$ cat config.mk
export PLATFORM = sky130hd
export DESIGN_NAME = sd_spi_block_transfer_engine_core
export DESIGN_NICKNAME = d
export VERILOG_FILES = /design/src/rtl/sdspi_pkg.sv /design/src/rtl/sdspi_front.sv /design/src/rtl/sdspi_queue.sv /design/src/rtl/sdspi_back.sv /design/src/rtl/sd_spi_block_transfer_engine_core.sv
export SDC_FILE = /design/constraint.sdc
export NUM_CORES = 1
export LEC_CHECK = 0
export ABC_AREA = 1
export ABC_CLOCK_PERIOD_IN_PS = 8900
export BUFFER_PORTS_ARGS = -buffer_cell sky130_fd_sc_hd__buf_2
export CELL_PAD_IN_SITES_DETAIL_PLACEMENT = 0
export CELL_PAD_IN_SITES_GLOBAL_PLACEMENT = 1
export CORE_UTILIZATION = 35
export DETAILED_ROUTE_END_ITERATION = 7
export PLACE_DENSITY_LB_ADDON = 0.2
export SLEW_MARGIN = 30
export SYNTH_ARGS = -nofsm -noshare
export SYNTH_HDL_FRONTEND = slang
export SYNTH_SLANG_ARGS = --single-unit
$ cat constraint.sdc
create_clock -name clock -period 8.9 [get_ports clock]
set_input_delay 0.89 -clock clock [delete_from_list [all_inputs] [get_ports clock]]
set_output_delay 0.89 -clock clock [all_outputs]
set_load 0.01 [all_outputs]
$ cat src/rtl/sdspi_pkg.sv
`default_nettype none
// ----------------------------------------------------------------------------
// sdspi_pkg
// Types and codes shared by the SD card SPI block transfer engine.
// ----------------------------------------------------------------------------
package sdspi_pkg;

   typedef struct packed {
      logic        func;
      logic [1:0]  op;
      logic [31:0] block_addr;
      logic [7:0]  block_count;
      logic [7:0]  miso_byte;
      logic [7:0]  write_data;
   } req_type;

   typedef struct packed {
      logic [7:0] mosi_byte;
      logic       card_selected;
      logic [7:0] read_data;
      logic       read_valid;
      logic       write_taken;
      logic       done_res;
      logic [1:0] status;
      logic       engine_busy;
   } rsp_type;

   typedef enum logic [4:0] {
      PH_IDLE, PH_PRE23, PH_PREMAIN, PH_FRAME23, PH_RESP23, PH_FRAMEMAIN,
      PH_RESPMAIN, PH_FRAME12, PH_RESP12, PH_RDTOKEN, PH_RDDATA, PH_RDCRC,
      PH_WRGAP, PH_WRDATA, PH_WRCRC, PH_WRRESP, PH_WRBUSY, PH_STOPBUSY
   } phase_type;

   localparam logic [1:0] CSR_CARD_TYPE = 2'd0;
   localparam logic [1:0] CSR_RESP_LIM  = 2'd1;
   localparam logic [1:0] CSR_BUSY_LIM  = 2'd2;

   localparam logic [1:0] CARD_SDHC = 2'd1;
   localparam logic [1:0] CARD_MMC  = 2'd2;

   localparam logic [1:0] OP_RD_SINGLE = 2'd0;
   localparam logic [1:0] OP_RD_MULTI  = 2'd1;
   localparam logic [1:0] OP_WR_SINGLE = 2'd2;
   localparam logic [1:0] OP_WR_MULTI  = 2'd3;

   localparam logic [1:0] ST_OK       = 2'd0;
   localparam logic [1:0] ST_CMD_FAIL = 2'd1;
   localparam logic [1:0] ST_DATA_REJ = 2'd2;
   localparam logic [1:0] ST_BUSY_TO  = 2'd3;

   localparam logic [7:0] CMD_BASE    = 8'h40;
   localparam logic [7:0] TOK_START   = 8'hFE;
   localparam logic [7:0] TOK_MULTI   = 8'hFC;
   localparam logic [7:0] TOK_STOP    = 8'hFD;
   localparam logic [7:0] DRESP_MASK  = 8'h1F;
   localparam logic [7:0] DRESP_OK    = 8'h05;
   localparam logic [7:0] IDLE_BYTE   = 8'hFF;

   // Classified request that travels from front to back.
   typedef struct packed {
      logic        start;
      logic [1:0]  op;
      logic [31:0] card_address;
      logic [7:0]  blocks;
      logic        use_cmd23;
      logic [7:0]  miso_byte;
      logic [7:0]  write_data;
   } cmd_type;

endpackage
`default_nettype wire

$ cat src/rtl/sdspi_front.sv
`default_nettype none
// ----------------------------------------------------------------------------
// sdspi_front
// Takes requests, resolves the card address and block count on starts.
// ----------------------------------------------------------------------------
module sdspi_front
   import sdspi_pkg::*;
(
   input  wire logic    clock,
   input  wire logic    reset,
   input  wire logic    csr_we,
   input  wire logic [1:0] csr_index,
   input  wire logic [15:0] csr_wdata,
   input  wire req_type req,
   output cmd_type      cmd,
   output logic [15:0]  resp_limit,
   output logic [15:0]  busy_limit
);
   logic [1:0]  card_type_ff;
   logic [15:0] resp_lim_ff, busy_lim_ff;

   always_ff @(posedge clock) begin
      if (reset) begin
         card_type_ff <= 2'd0;
         resp_lim_ff  <= 16'd512;
         busy_lim_ff  <= 16'hFFFE;
      end else if (csr_we) begin
         case (csr_index)
            CSR_CARD_TYPE: card_type_ff <= csr_wdata[1:0];
            CSR_RESP_LIM:  resp_lim_ff  <= csr_wdata;
            CSR_BUSY_LIM:  busy_lim_ff  <= csr_wdata;
            default: ;
         endcase
      end
   end

   assign resp_limit = resp_lim_ff;
   assign busy_limit = busy_lim_ff;

   always_comb begin
      cmd.start        = !req.func;
      cmd.op           = req.op;
      cmd.card_address = (card_type_ff == CARD_SDHC) ? req.block_addr
                         : {req.block_addr[22:0], 9'd0};
      cmd.blocks       = (req.op[0] && req.block_count != 8'd0) ? req.block_count : 8'd1;
      cmd.use_cmd23    = (req.op == OP_WR_MULTI) && (card_type_ff != CARD_MMC);
      cmd.miso_byte    = req.miso_byte;
      cmd.write_data   = req.write_data;
   end
endmodule
`default_nettype wire

$ cat src/rtl/sdspi_queue.sv
`default_nettype none
// ----------------------------------------------------------------------------
// sdspi_queue
// Two-entry queue between the front and the transfer sequencer.
// ----------------------------------------------------------------------------
module sdspi_queue
   import sdspi_pkg::*;
(
   input  wire logic    clock,
   input  wire logic    reset,
   input  wire logic    in_valid,
   output logic         in_stall,
   input  wire cmd_type in_data,
   output logic         out_valid,
   input  wire logic    out_take,
   output cmd_type      out_data
);
   cmd_type    mem_ff [2];
   logic       wptr_ff, rptr_ff;
   logic [1:0] cnt_ff;
   logic       push, pop;

   assign in_stall  = (cnt_ff == 2'd2);
   assign push      = in_valid && !in_stall;
   assign out_valid = (cnt_ff != 2'd0);
   assign pop       = out_valid && out_take;
   assign out_data  = mem_ff[rptr_ff];

   always_ff @(posedge clock) begin
      if (push) mem_ff[wptr_ff] <= in_data;
   end

   always_ff @(posedge clock) begin
      if (reset) begin
         wptr_ff <= 1'b0;
         rptr_ff <= 1'b0;
         cnt_ff  <= 2'd0;
      end else begin
         if (push) wptr_ff <= !wptr_ff;
         if (pop)  rptr_ff <= !rptr_ff;
         cnt_ff <= cnt_ff + {1'b0, push} - {1'b0, pop};
      end
   end

   assert property (@(posedge clock) disable iff (reset) cnt_ff <= 2'd2)
      else $error("queue count overflow");
   assert property (@(posedge clock) disable iff (reset)
      (cnt_ff == 2'd0) |-> (wptr_ff == rptr_ff))
      else $error("empty queue with pointer mismatch");
   assert property (@(posedge clock) disable iff (reset)
      (push && !pop) |=> (cnt_ff == $past(cnt_ff) + 2'd1))
      else $error("push not counted");
endmodule
`default_nettype wire

$ cat src/rtl/sdspi_back.sv
`default_nettype none
// ----------------------------------------------------------------------------
// sdspi_back
// Sequencer: unless stalled, one request per cycle into a response register.
// ----------------------------------------------------------------------------
module sdspi_back
   import sdspi_pkg::*;
#(
   parameter int BLOCK_BYTES = 512
) (
   input  wire logic    clock,
   input  wire logic    reset,
   input  wire logic    cmd_valid,
   output logic         cmd_take,
   input  wire cmd_type cmd,
   input  wire logic [15:0] resp_limit,
   input  wire logic [15:0] busy_limit,
   output logic         rsp_valid,
   input  wire logic    rsp_stall,
   output rsp_type      rsp_data
);
   localparam int BW = $clog2(BLOCK_BYTES + 1);

   phase_type   phase_ff, phase_in;
   logic [1:0]  op_ff, op_in;
   logic [31:0] addr_ff, addr_in;
   logic [7:0]  left_ff, left_in;
   logic [BW-1:0] bidx_ff, bidx_in;
   logic [2:0]  fidx_ff, fidx_in;
   logic [15:0] poll_ff, poll_in;
   logic        rv_ff;
   rsp_type     rsp_ff, rsp_in;
   logic        fire;

   logic [7:0]  miso, fbyte, cmd_idx, crc, left_dec;
   logic [31:0] farg;
   logic        got, ready;

   assign cmd_take = cmd_valid && (!rv_ff || !rsp_stall);
   assign fire     = cmd_take;
   assign miso     = cmd.miso_byte;
   assign left_dec = left_ff - 8'd1;

   // Frame byte for the frame phase in progress.
   always_comb begin
      crc = IDLE_BYTE;
      case (phase_ff)
         PH_FRAME23: begin cmd_idx = 8'd23; farg = {24'd0, left_ff}; end
         PH_FRAME12: begin cmd_idx = 8'd12; farg = 32'd0; end
         default: begin
            case (op_ff)
               OP_RD_SINGLE: cmd_idx = 8'd17;
               OP_RD_MULTI:  cmd_idx = 8'd18;
               OP_WR_SINGLE: cmd_idx = 8'd24;
               default:      cmd_idx = 8'd25;
            endcase
            farg = addr_ff;
            if (!op_ff[0]) crc = 8'h01;
         end
      endcase
      case (fidx_ff)
         3'd0: fbyte = CMD_BASE | cmd_idx;
         3'd1: fbyte = farg[31:24];
         3'd2: fbyte = farg[23:16];
         3'd3: fbyte = farg[15:8];
         3'd4: fbyte = farg[7:0];
         default: fbyte = crc;
      endcase
   end

   // Next state
   always_comb begin
      phase_in = phase_ff; op_in = op_ff; addr_in = addr_ff; left_in = left_ff;
      bidx_in = bidx_ff; fidx_in = fidx_ff; poll_in = poll_ff;
      got   = (poll_ff != 16'd0) && (miso != IDLE_BYTE);
      ready = (poll_ff != 16'd0) &&
              ((op_ff == OP_WR_SINGLE) ? (miso != 8'd0) : (miso == IDLE_BYTE));
      if (cmd.start) begin
         if (phase_ff == PH_IDLE) begin
            op_in = cmd.op; addr_in = cmd.card_address; left_in = cmd.blocks;
            bidx_in = '0; fidx_in = 3'd0; poll_in = 16'd0;
            phase_in = cmd.use_cmd23 ? PH_PRE23 : PH_PREMAIN;
         end
      end else begin
         case (phase_ff)
            PH_IDLE: ;
            PH_PRE23:   begin phase_in = PH_FRAME23;   fidx_in = 3'd0; end
            PH_PREMAIN: begin phase_in = PH_FRAMEMAIN; fidx_in = 3'd0; end
            PH_FRAME23, PH_FRAMEMAIN, PH_FRAME12: begin
               if (fidx_ff >= 3'd5) begin
                  poll_in = 16'd0;
                  case (phase_ff)
                     PH_FRAME23:   phase_in = PH_RESP23;
                     PH_FRAMEMAIN: phase_in = PH_RESPMAIN;
                     default:      phase_in = PH_RESP12;
                  endcase
               end else fidx_in = fidx_ff + 3'd1;
            end
            PH_RESP23, PH_RESPMAIN, PH_RESP12: begin
               if (!got && poll_ff < resp_limit) poll_in = poll_ff + 16'd1;
               else if (phase_ff == PH_RESP23) begin
                  phase_in = PH_FRAMEMAIN; fidx_in = 3'd0;
               end else if (phase_ff == PH_RESP12) phase_in = PH_IDLE;
               else if (!got || miso != 8'd0) phase_in = PH_IDLE;
               else if (!op_ff[1]) begin phase_in = PH_RDTOKEN; poll_in = 16'd1; end
               else begin phase_in = PH_WRGAP; fidx_in = 3'd1; end
            end
            PH_RDTOKEN: begin
               if (poll_ff != 16'd0 && miso == TOK_START) begin
                  phase_in = PH_RDDATA; bidx_in = '0;
               end else if (poll_ff >= busy_limit) phase_in = PH_IDLE;
               else poll_in = poll_ff + 16'd1;
            end
            PH_RDDATA: begin
               bidx_in = bidx_ff + BW'(1);
               if (bidx_in >= BW'(BLOCK_BYTES)) begin phase_in = PH_RDCRC; fidx_in = 3'd0; end
            end
            PH_RDCRC: begin
               if (fidx_ff == 3'd0) fidx_in = 3'd1;
               else begin
                  left_in = left_dec;
                  if (left_dec != 8'd0) begin phase_in = PH_RDTOKEN; poll_in = 16'd1; end
                  else if (op_ff == OP_RD_MULTI) begin phase_in = PH_FRAME12; fidx_in = 3'd0; end
                  else phase_in = PH_IDLE;
               end
            end
            PH_WRGAP: begin
               if (fidx_ff < ((op_ff == OP_WR_SINGLE) ? 3'd3 : 3'd2)) fidx_in = fidx_ff + 3'd1;
               else begin phase_in = PH_WRDATA; bidx_in = '0; end
            end
            PH_WRDATA: begin
               bidx_in = bidx_ff + BW'(1);
               if (bidx_in >= BW'(BLOCK_BYTES)) begin phase_in = PH_WRCRC; fidx_in = 3'd0; end
            end
            PH_WRCRC: begin
               if (fidx_ff < 3'd2) fidx_in = fidx_ff + 3'd1;
               else phase_in = PH_WRRESP;
            end
            PH_WRRESP: begin
               if ((miso & DRESP_MASK) != DRESP_OK) phase_in = PH_IDLE;
               else begin phase_in = PH_WRBUSY; poll_in = 16'd1; end
            end
            PH_WRBUSY: begin
               if (ready) begin
                  left_in = left_dec;
                  if (left_dec != 8'd0) begin phase_in = PH_WRDATA; bidx_in = '0; end
                  else if (op_ff == OP_WR_MULTI) begin phase_in = PH_STOPBUSY; poll_in = 16'd0; end
                  else phase_in = PH_IDLE;
               end else if (poll_ff >= busy_limit) phase_in = PH_IDLE;
               else poll_in = poll_ff + 16'd1;
            end
            PH_STOPBUSY: begin
               if (poll_ff != 16'd0 && miso == IDLE_BYTE) phase_in = PH_IDLE;
               else if (poll_ff >= busy_limit) phase_in = PH_IDLE;
               else poll_in = poll_ff + 16'd1;
            end
            default: phase_in = PH_IDLE;
         endcase
      end
   end

   // Outputs
   always_comb begin
      rsp_in = '0;
      rsp_in.mosi_byte = IDLE_BYTE;
      if (!cmd.start) begin
         case (phase_ff)
            PH_FRAME23, PH_FRAMEMAIN, PH_FRAME12: begin
               rsp_in.card_selected = 1'b1; rsp_in.mosi_byte = fbyte;
            end
            PH_RESP23, PH_RESPMAIN, PH_RESP12: begin
               if (!got && poll_ff < resp_limit) rsp_in.card_selected = 1'b1;
               else if (phase_ff == PH_RESP23) ;
               else if (phase_ff == PH_RESP12) rsp_in.done_res = 1'b1;
               else if (!got || miso != 8'd0) begin
                  rsp_in.done_res = 1'b1; rsp_in.status = ST_CMD_FAIL;
               end else rsp_in.card_selected = 1'b1;
            end
            PH_RDTOKEN: begin
               if (poll_ff != 16'd0 && miso == TOK_START) rsp_in.card_selected = 1'b1;
               else if (poll_ff >= busy_limit) begin
                  rsp_in.done_res = 1'b1; rsp_in.status = ST_CMD_FAIL;
               end else rsp_in.card_selected = 1'b1;
            end
            PH_RDDATA: begin
               rsp_in.card_selected = 1'b1; rsp_in.read_valid = 1'b1;
               rsp_in.read_data = miso;
            end
            PH_RDCRC: begin
               if (fidx_ff == 3'd0 || left_dec != 8'd0) rsp_in.card_selected = 1'b1;
               else if (op_ff != OP_RD_MULTI) rsp_in.done_res = 1'b1;
            end
            PH_WRGAP: begin
               rsp_in.card_selected = 1'b1;
               if (!(fidx_ff < ((op_ff == OP_WR_SINGLE) ? 3'd3 : 3'd2)))
                  rsp_in.mosi_byte = (op_ff == OP_WR_SINGLE) ? TOK_START : TOK_MULTI;
            end
            PH_WRDATA: begin
               rsp_in.card_selected = 1'b1; rsp_in.mosi_byte = cmd.write_data;
               rsp_in.write_taken = 1'b1;
            end
            PH_WRCRC: rsp_in.card_selected = 1'b1;
            PH_WRRESP: begin
               if ((miso & DRESP_MASK) != DRESP_OK) begin
                  rsp_in.done_res = 1'b1; rsp_in.status = ST_DATA_REJ;
               end else rsp_in.card_selected = 1'b1;
            end
            PH_WRBUSY: begin
               if (ready) begin
                  if (left_dec != 8'd0) begin
                     rsp_in.card_selected = 1'b1; rsp_in.mosi_byte = TOK_MULTI;
                  end else if (op_ff == OP_WR_MULTI) begin
                     rsp_in.card_selected = 1'b1; rsp_in.mosi_byte = TOK_STOP;
                  end else rsp_in.done_res = 1'b1;
               end else if (poll_ff >= busy_limit) begin
                  rsp_in.done_res = 1'b1; rsp_in.status = ST_BUSY_TO;
               end else rsp_in.card_selected = 1'b1;
            end
            PH_STOPBUSY: begin
               if (poll_ff != 16'd0 && miso == IDLE_BYTE) rsp_in.done_res = 1'b1;
               else if (poll_ff >= busy_limit) begin
                  rsp_in.done_res = 1'b1; rsp_in.status = ST_BUSY_TO;
               end else rsp_in.card_selected = 1'b1;
            end
            default: ;
         endcase
      end
      rsp_in.engine_busy = (phase_in != PH_IDLE);
   end

   always_ff @(posedge clock) begin
      if (reset) begin
         phase_ff <= PH_IDLE; op_ff <= 2'd0; addr_ff <= '0; left_ff <= '0;
         bidx_ff <= '0; fidx_ff <= '0; poll_ff <= '0;
         rv_ff <= 1'b0;
      end else begin
         if (fire) begin
            phase_ff <= phase_in; op_ff <= op_in; addr_ff <= addr_in;
            left_ff <= left_in; bidx_ff <= bidx_in; fidx_ff <= fidx_in;
            poll_ff <= poll_in;
         end
         if (fire) rv_ff <= 1'b1;
         else if (!rsp_stall) rv_ff <= 1'b0;
      end
   end

   always_ff @(posedge clock) begin
      if (fire) rsp_ff <= rsp_in;
   end

   assign rsp_valid = rv_ff;
   assign rsp_data  = rsp_ff;

   assert property (@(posedge clock) disable iff (reset)
      (rv_ff && rsp_stall) |-> !cmd_take)
      else $error("request taken over a held response");
   assert property (@(posedge clock) disable iff (reset)
      (fire && rsp_in.status != ST_OK) |-> rsp_in.done_res)
      else $error("status without done");
   assert property (@(posedge clock) disable iff (reset)
      (fire && rsp_in.done_res) |-> (phase_in == PH_IDLE && !rsp_in.card_selected))
      else $error("done while still running");
   assert property (@(posedge clock) disable iff (reset)
      (rv_ff && rsp_stall) |=> (rv_ff && $stable(rsp_ff)))
      else $error("held response changed");
endmodule
`default_nettype wire

$ cat src/rtl/sd_spi_block_transfer_engine_core.sv
`default_nettype none
// ----------------------------------------------------------------------------
// sd_spi_block_transfer_engine_core
// SD card SPI-mode block read/write engine driven one byte slot per request.
// ----------------------------------------------------------------------------
//  channel | direction | handshake        | payload
//  req     | in        | req_valid/stall  | req_type (start or byte slot)
//  rsp     | out       | rsp_valid/stall  | rsp_type (slot result)
//  csr     | in        | csr_we           | index + 16-bit data
// Every request yields one response. Front and back take one request per
// cycle each unless stalled, passing through the two-entry queue and the
// response register. Synchronous reset restores idle and register defaults.
// A stalled response holds and backs up the queue into req_stall.
module sd_spi_block_transfer_engine_core
   import sdspi_pkg::*;
#(
   parameter int BLOCK_BYTES = 512
) (
   input  wire logic        clock,
   input  wire logic        reset,
   input  wire logic        req_valid,
   output logic             req_stall,
   input  wire req_type     req_data,
   output logic             rsp_valid,
   input  wire logic        rsp_stall,
   output rsp_type          rsp_data,
   input  wire logic        csr_we,
   input  wire logic [1:0]  csr_index,
   input  wire logic [15:0] csr_wdata
);
   cmd_type     f_cmd, q_cmd;
   logic [15:0] resp_limit, busy_limit;
   logic        q_valid, q_take;

   sdspi_front u_front (
      .clock, .reset, .csr_we, .csr_index, .csr_wdata,
      .req(req_data), .cmd(f_cmd), .resp_limit, .busy_limit
   );

   sdspi_queue u_queue (
      .clock, .reset, .in_valid(req_valid), .in_stall(req_stall), .in_data(f_cmd),
      .out_valid(q_valid), .out_take(q_take), .out_data(q_cmd)
   );

   sdspi_back #(.BLOCK_BYTES(BLOCK_BYTES)) u_back (
      .clock, .reset, .cmd_valid(q_valid), .cmd_take(q_take), .cmd(q_cmd),
      .resp_limit, .busy_limit, .rsp_valid, .rsp_stall, .rsp_data
   );
endmodule
`default_nettype wire
Yosys cells after proc, flatten, opt, wreduce, memory -nomap -nowiden:

Memories as Yosys holds them, arrays and structs flattened. A register that Yosys moved wholly into a read port is not among the register bits.
Cells that the tools add are included.

* input port bits: 82
* output and inout bits: 25
* RAM bits: 120
* logic and storage cells: 272
* memories: 1
* register bits after elaboration: 138

Memories
* u_queue.mem_ff: words 2, width 60, rd ports 1, clocked after memory_dff 1, wr ports 1, RTL line sdspi_queue.sv:18 `cmd_type mem_ff [2];`

* add/sub/neg operators: 6
* reductions and logical operators: 49
* equal/unequal tests: 63
* muxes and demuxes: 124
* bitwise gates (word level): 1
* order comparisons: 6

Operator list (count)
* two-way mux 16 bit: 17
* one-hot mux 16 bit (7 select lines): 1
* two-way mux 5 bit: 20
* two-way mux 3 bit: 24
* two-way mux 8 bit: 9
* one-hot mux 5 bit (14 select lines): 1
* one-hot mux 32 bit (2 select lines): 1
* two-way mux 10 bit: 6
* equality test 5 x 4 -> 1 bit, second input constant: 8
* one-hot mux 10 bit (4 select lines): 1
* one-hot mux 8 bit (5 select lines): 1
* nonzero test 8 bit: 5
* two-way mux 32 bit: 1
* one-hot mux 8 bit (2 select lines): 2
* one-hot mux 8 bit (4 select lines): 1
* two-way mux 1 bit: 27
* inequality test 3 x 1 -> 1 bit, second input constant: 8
* inequality test 3 x 2 -> 1 bit, second input constant: 7
* one-hot mux 3 bit (7 select lines): 1
* equality test 5 x 3 -> 1 bit, second input constant: 4
* inequality test 4 x 2 -> 1 bit, second input constant: 5
* adder 16 x 1 -> 16 bit, second input constant: 1
* equality test 8 bit, second input constant: 2
* greater-or-equal comparator 16 bit: 1
* 51 further kinds: 95

Depth between registers and ports, before layout:

* depth after elaboration: 11
* mapped depth: 22
* gate-level depth less buffers: 20

Modules after synthesis:

From an unflattened synthesis, not the netlist that was laid out.

* cell total of the unflattened synthesis: 1710
* area total of the unflattened synthesis: 14451.4 um2

Modules (own cells, without submodules)
* sdspi_back: seq. area each 2232.1 um2, instances 1, area each 7742.4 um2, cells an instance 1207
* sdspi_queue: seq. area each 3703.6 um2, instances 1, area each 4883.4 um2, cells an instance 225
* sdspi_front: seq. area each 680.7 um2, instances 1, area each 1825.5 um2, cells an instance 278

Worst setup path after synthesis:

No wires, ideal clock.

* kind: input to register
* start point: in req_valid
* end point: mem u_queue.mem_ff[1][0] in the netlist's numbering (enable)
* setup time: 0.480 ns
* data required time: 8.420 ns
* data arrival time: 3.564 ns
* path buffers: 0
* stages on the path: 2
* setup slack: 4.856 ns
* cells stage by stage: o21ai_0 > nor2_1

* cells in the longest elaborated chain, start to end: 3

RTL lines
* from (decl): RTL line sd_spi_block_transfer_engine_core.sv:21 `input wire logic req_valid,`
* logical AND 1 bit: RTL line sdspi_queue.sv:24 `assign push = in_valid && !in_stall;`
* two-way mux 1 bit: RTL line sdspi_queue.sv:30 `if (push) mem_ff[wptr_ff] <= in_data;`
* two-way mux 1 bit (not written as such): RTL line sdspi_queue.sv:30
* to (decl): RTL line sdspi_queue.sv:18

No other way between the ends.

==> results.txt <==
Max-slew headroom: 33.54%
Layout overhead on the synthesized area: 13.89%
Unrepaired setup endpoints after global routing: no
Sw frac: 38.28%
Setup violators final: 0
Met2 Resource Use GR: 32.98%
Root Driver: clkbuf_16
Antenna-violating nets left: 0
Input/output buffers: 106
Clk sinks: 259
Critical-path cell list: buf_4 > inv_2 > buf_4 > nand2_1 > nand2_2 > buf_4 > clkinv_2 > nand2_1 > nand3_2 > nor2_8 > nand3_1 > a21oi_1
Post-Syn Nets: 1858
Post-cts sizing count: 0
Routability congestion estimate: 0.9090
Worst Tran Pin Value: 996.9 ps
CP Buf/Inv Count: 5
Ports: 107
Fill count: 4030
Final Critical Period: 4246 ps
Leak Pwr: 6.758 nW
Crit path launch type: flop
Post-CTS Hold Buffers: 0
Clock skew: 13.19 ps
Post-synth top area share: 30.94%
PwrDens: 267.1 mW/mm²
GRT Util Overall: 19.34%
Top post-synthesis cells by area: edfxtp_1 31%, dfxtp_1 17%, nand2_1 12%
Die Width: 201.1 µm
Total core area: 0.03892 mm²
Initial antenna violation count: 0
TritonCTS clock tree: yes
Required time worst endpoint: 9390 ps
Post-synthesis sequential area ratio: 47.67%
Syn Std Cell Area: 0.01388 mm²
Worst Path Max Fanout: 65
Drt total wl: 39.30 mm
Yosys warning total: 0
Top cell family by delay on the critical path: buffers and inverters
Clk pwr share: 28.5%
Fraction of registers with async set/reset: 0%
Power Internal: 2.606 mW
Clock transition at path regs: 60 ps
Slew Viols, Final: 0
Post-CTS setup repair buffer count: 0
Worst path max stage delay: 760 ps
CP Capture Type: flop
Wirelength per Cell: 16.70 µm
CTS Buffer Depth: 3
Post-synth EDFFs: 143
DR iter-0 viols: 650
Drt pass-1 iters: 5
Hold Fails Final Rpt: 0
TNS Setup: 0 ps
Slowest CP cell: clkinv_2
Starting Density: 35.67%
First-pass GRT wire length: 61.76 mm
Maximum vdd drop: 0.1564 mV
Die area: 0.04046 mm²
Diodes inserted: 0
DRC Markers: 0
Number of H-tree levels: 1
Total global routing overflow: 0
Post-placement cell area: 0.01484 mm²
Post-layout instance area: 0.01581 mm²
Cell Rows: 72
Most Frequent Cell on Critical Path: buf_4
P_sw: 1.616 mW
Period utilization: 47.71%
Commonest non-fill, non-tap cell in the layout: nand2_1
Primary FF master, synth: edfxtp_1
Fmax: 235.5 MHz
Post-synthesis register bit count: 259
Met1 global-route usage: 25.16%
CTS Buf Count: 30
DP HPWL: 27.68 mm
Final core occ: 40.62%
Critical setup path kind: reg2reg
Vias in the first global route: 11170
Met3 GRT Util: 3.013%
Distinct cells, synth: 56
Total of max-cap violations: 0
Combinational power share: 33.4%
Commonest non-fill, non-tap cells in the layout: 433 x nand2_1, 199 x inv_1, 149 x nor2_1, 143 x edfxtp_1, 128 x a21oi_1
Arr. time, crit path: 4730 ps
Status: completed
Hold WC Path Type: reg2reg
Die Height: 201.1 µm
Share of post-route cells with drive strength above 1: 14.16%
Synth area leader: edfxtp_1
Nets@finish: 1942
Worst-skew pair later-pin latency: 580 ps
Sequential fraction of design power: 38.1%
Pin count of the biggest net entering global routing: 69
Total number of vias: 11650
Synth Instances: 1728
Routed vias/inst: 4.948
Overall power: 4.222 mW
Avg Inst Size Synth: 8.033 µm²
Global routing's busiest layer: met2
[layout make-up]
type,count,area [µm²],share of cell area (%)
clock inverter,14,132.6,0.8389
inverter,223,845.8,5.350
sequential,259,6618,41.86
timing repair buffer,117,613.1,3.878
clock buffer,42,825.8,5.224
multi-input combinational,1181,6126,38.75
tap,518,648.1,4.100
[flip-flops by register name, summed over array words and instances, names as in the netlist, 3 cells and up, named ones only]
register / flops
u_back.addr_ff: 32
u_back.bidx_ff: 10
u_back.fidx_ff: 3
u_back.left_ff: 8
u_back.phase_ff: 5
u_back.poll_ff: 16
u_back.rsp_data: 23
u_front.busy_limit: 16
u_front.resp_limit: 16
u_queue.mem_ff: 120
[logic make-up after synthesis]
family | count (synthesis) | synth area share (%)
AO/OA/AOI/OAI | 328 | 13.60
XOR/XNOR | 19 | 1.199
adder cells (fa/ha/maj) | 48 | 4.327
buffers and inverters | 288 | 8.437
flip-flops | 259 | 47.67
multiplexers | 2 | 0.1532
AND/OR/NAND/NOR | 784 | 24.62
[worst min-delay path, cell delays in order (launching register included)]
cell	delay [ps]
dfxtp_1	310
inv_1	50
a21oi_1	50
[final timing paths]
check | from | endpoint | slack (ps) | cells after the start
min | u_back.addr_ff[17] | u_back.addr_ff[17] | 450 | 2
max | flop | u_back.poll_ff[13] | 4650 | 12
min reg2reg | u_back.addr_ff[17] | u_back.addr_ff[17] | 450 | 2
max reg2reg | flop | u_back.poll_ff[13] | 4650 | 12
[cells in the mapped netlist, types with 2 or more instances]
cell	number
nand3_2	16
edfxtp_1	143
nand4_1	28
inv_2	15
nor2_2	11
a31oi_1	6
buf_2	8
ha_1	48
o221ai_1	3
xor2_1	14
o31ai_1	2
a211oi_1	5
clkbuf_1	44
buf_6	4
nor4_1	3
buf_1	4
xnor2_1	5
nand3_1	81
buf_4	2
a21oi_1	128
nor2_1	151
buf_12	2
nand2_1	433
inv_1	200
clkinv_1	5
o211ai_1	22
a21oi_2	11
o21ai_2	3
o21ai_1	16
o2111ai_1	2
nor3_1	27
dfxtp_1	116
o22ai_1	13
o21ai_0	98
o311ai_0	7
o21a_1	3
nor2_4	5
nand3b_1	2
o21bai_1	3
nand2_2	23
[power groups by stage]
stage	Sequential (mW)	Combinational [mW]	Clock, mW
floorplan	1.62	1.03	0
global placement	1.63	1.41	0
detailed placement	1.63	1.43	0
CTS	1.61	1.43	1.23
global route	1.63	1.60	1.28
finish	1.61	1.41	1.20
[metal layers]
metal | vias to the layer above | part of all wire (%)
met5 | - | 0
met4 | 0 | 2.7
met3 | 56 | 4.8
met2 | 272 | 48
met1 | 5404 | 45
li1 | 5915 | -
[metrics by stage]
stage	setup slack [ps]	hold slack [ps]	instances
global placement	4627	427.3	2298
floorplan	4856	423.7	1728
detailed placement	4531	436.6	2298
finish	4654	446.1	2354
CTS	4533	445.7	2354
global route	4235	465.8	2354
No activity file was read; power rests on OpenSTA's default activity.
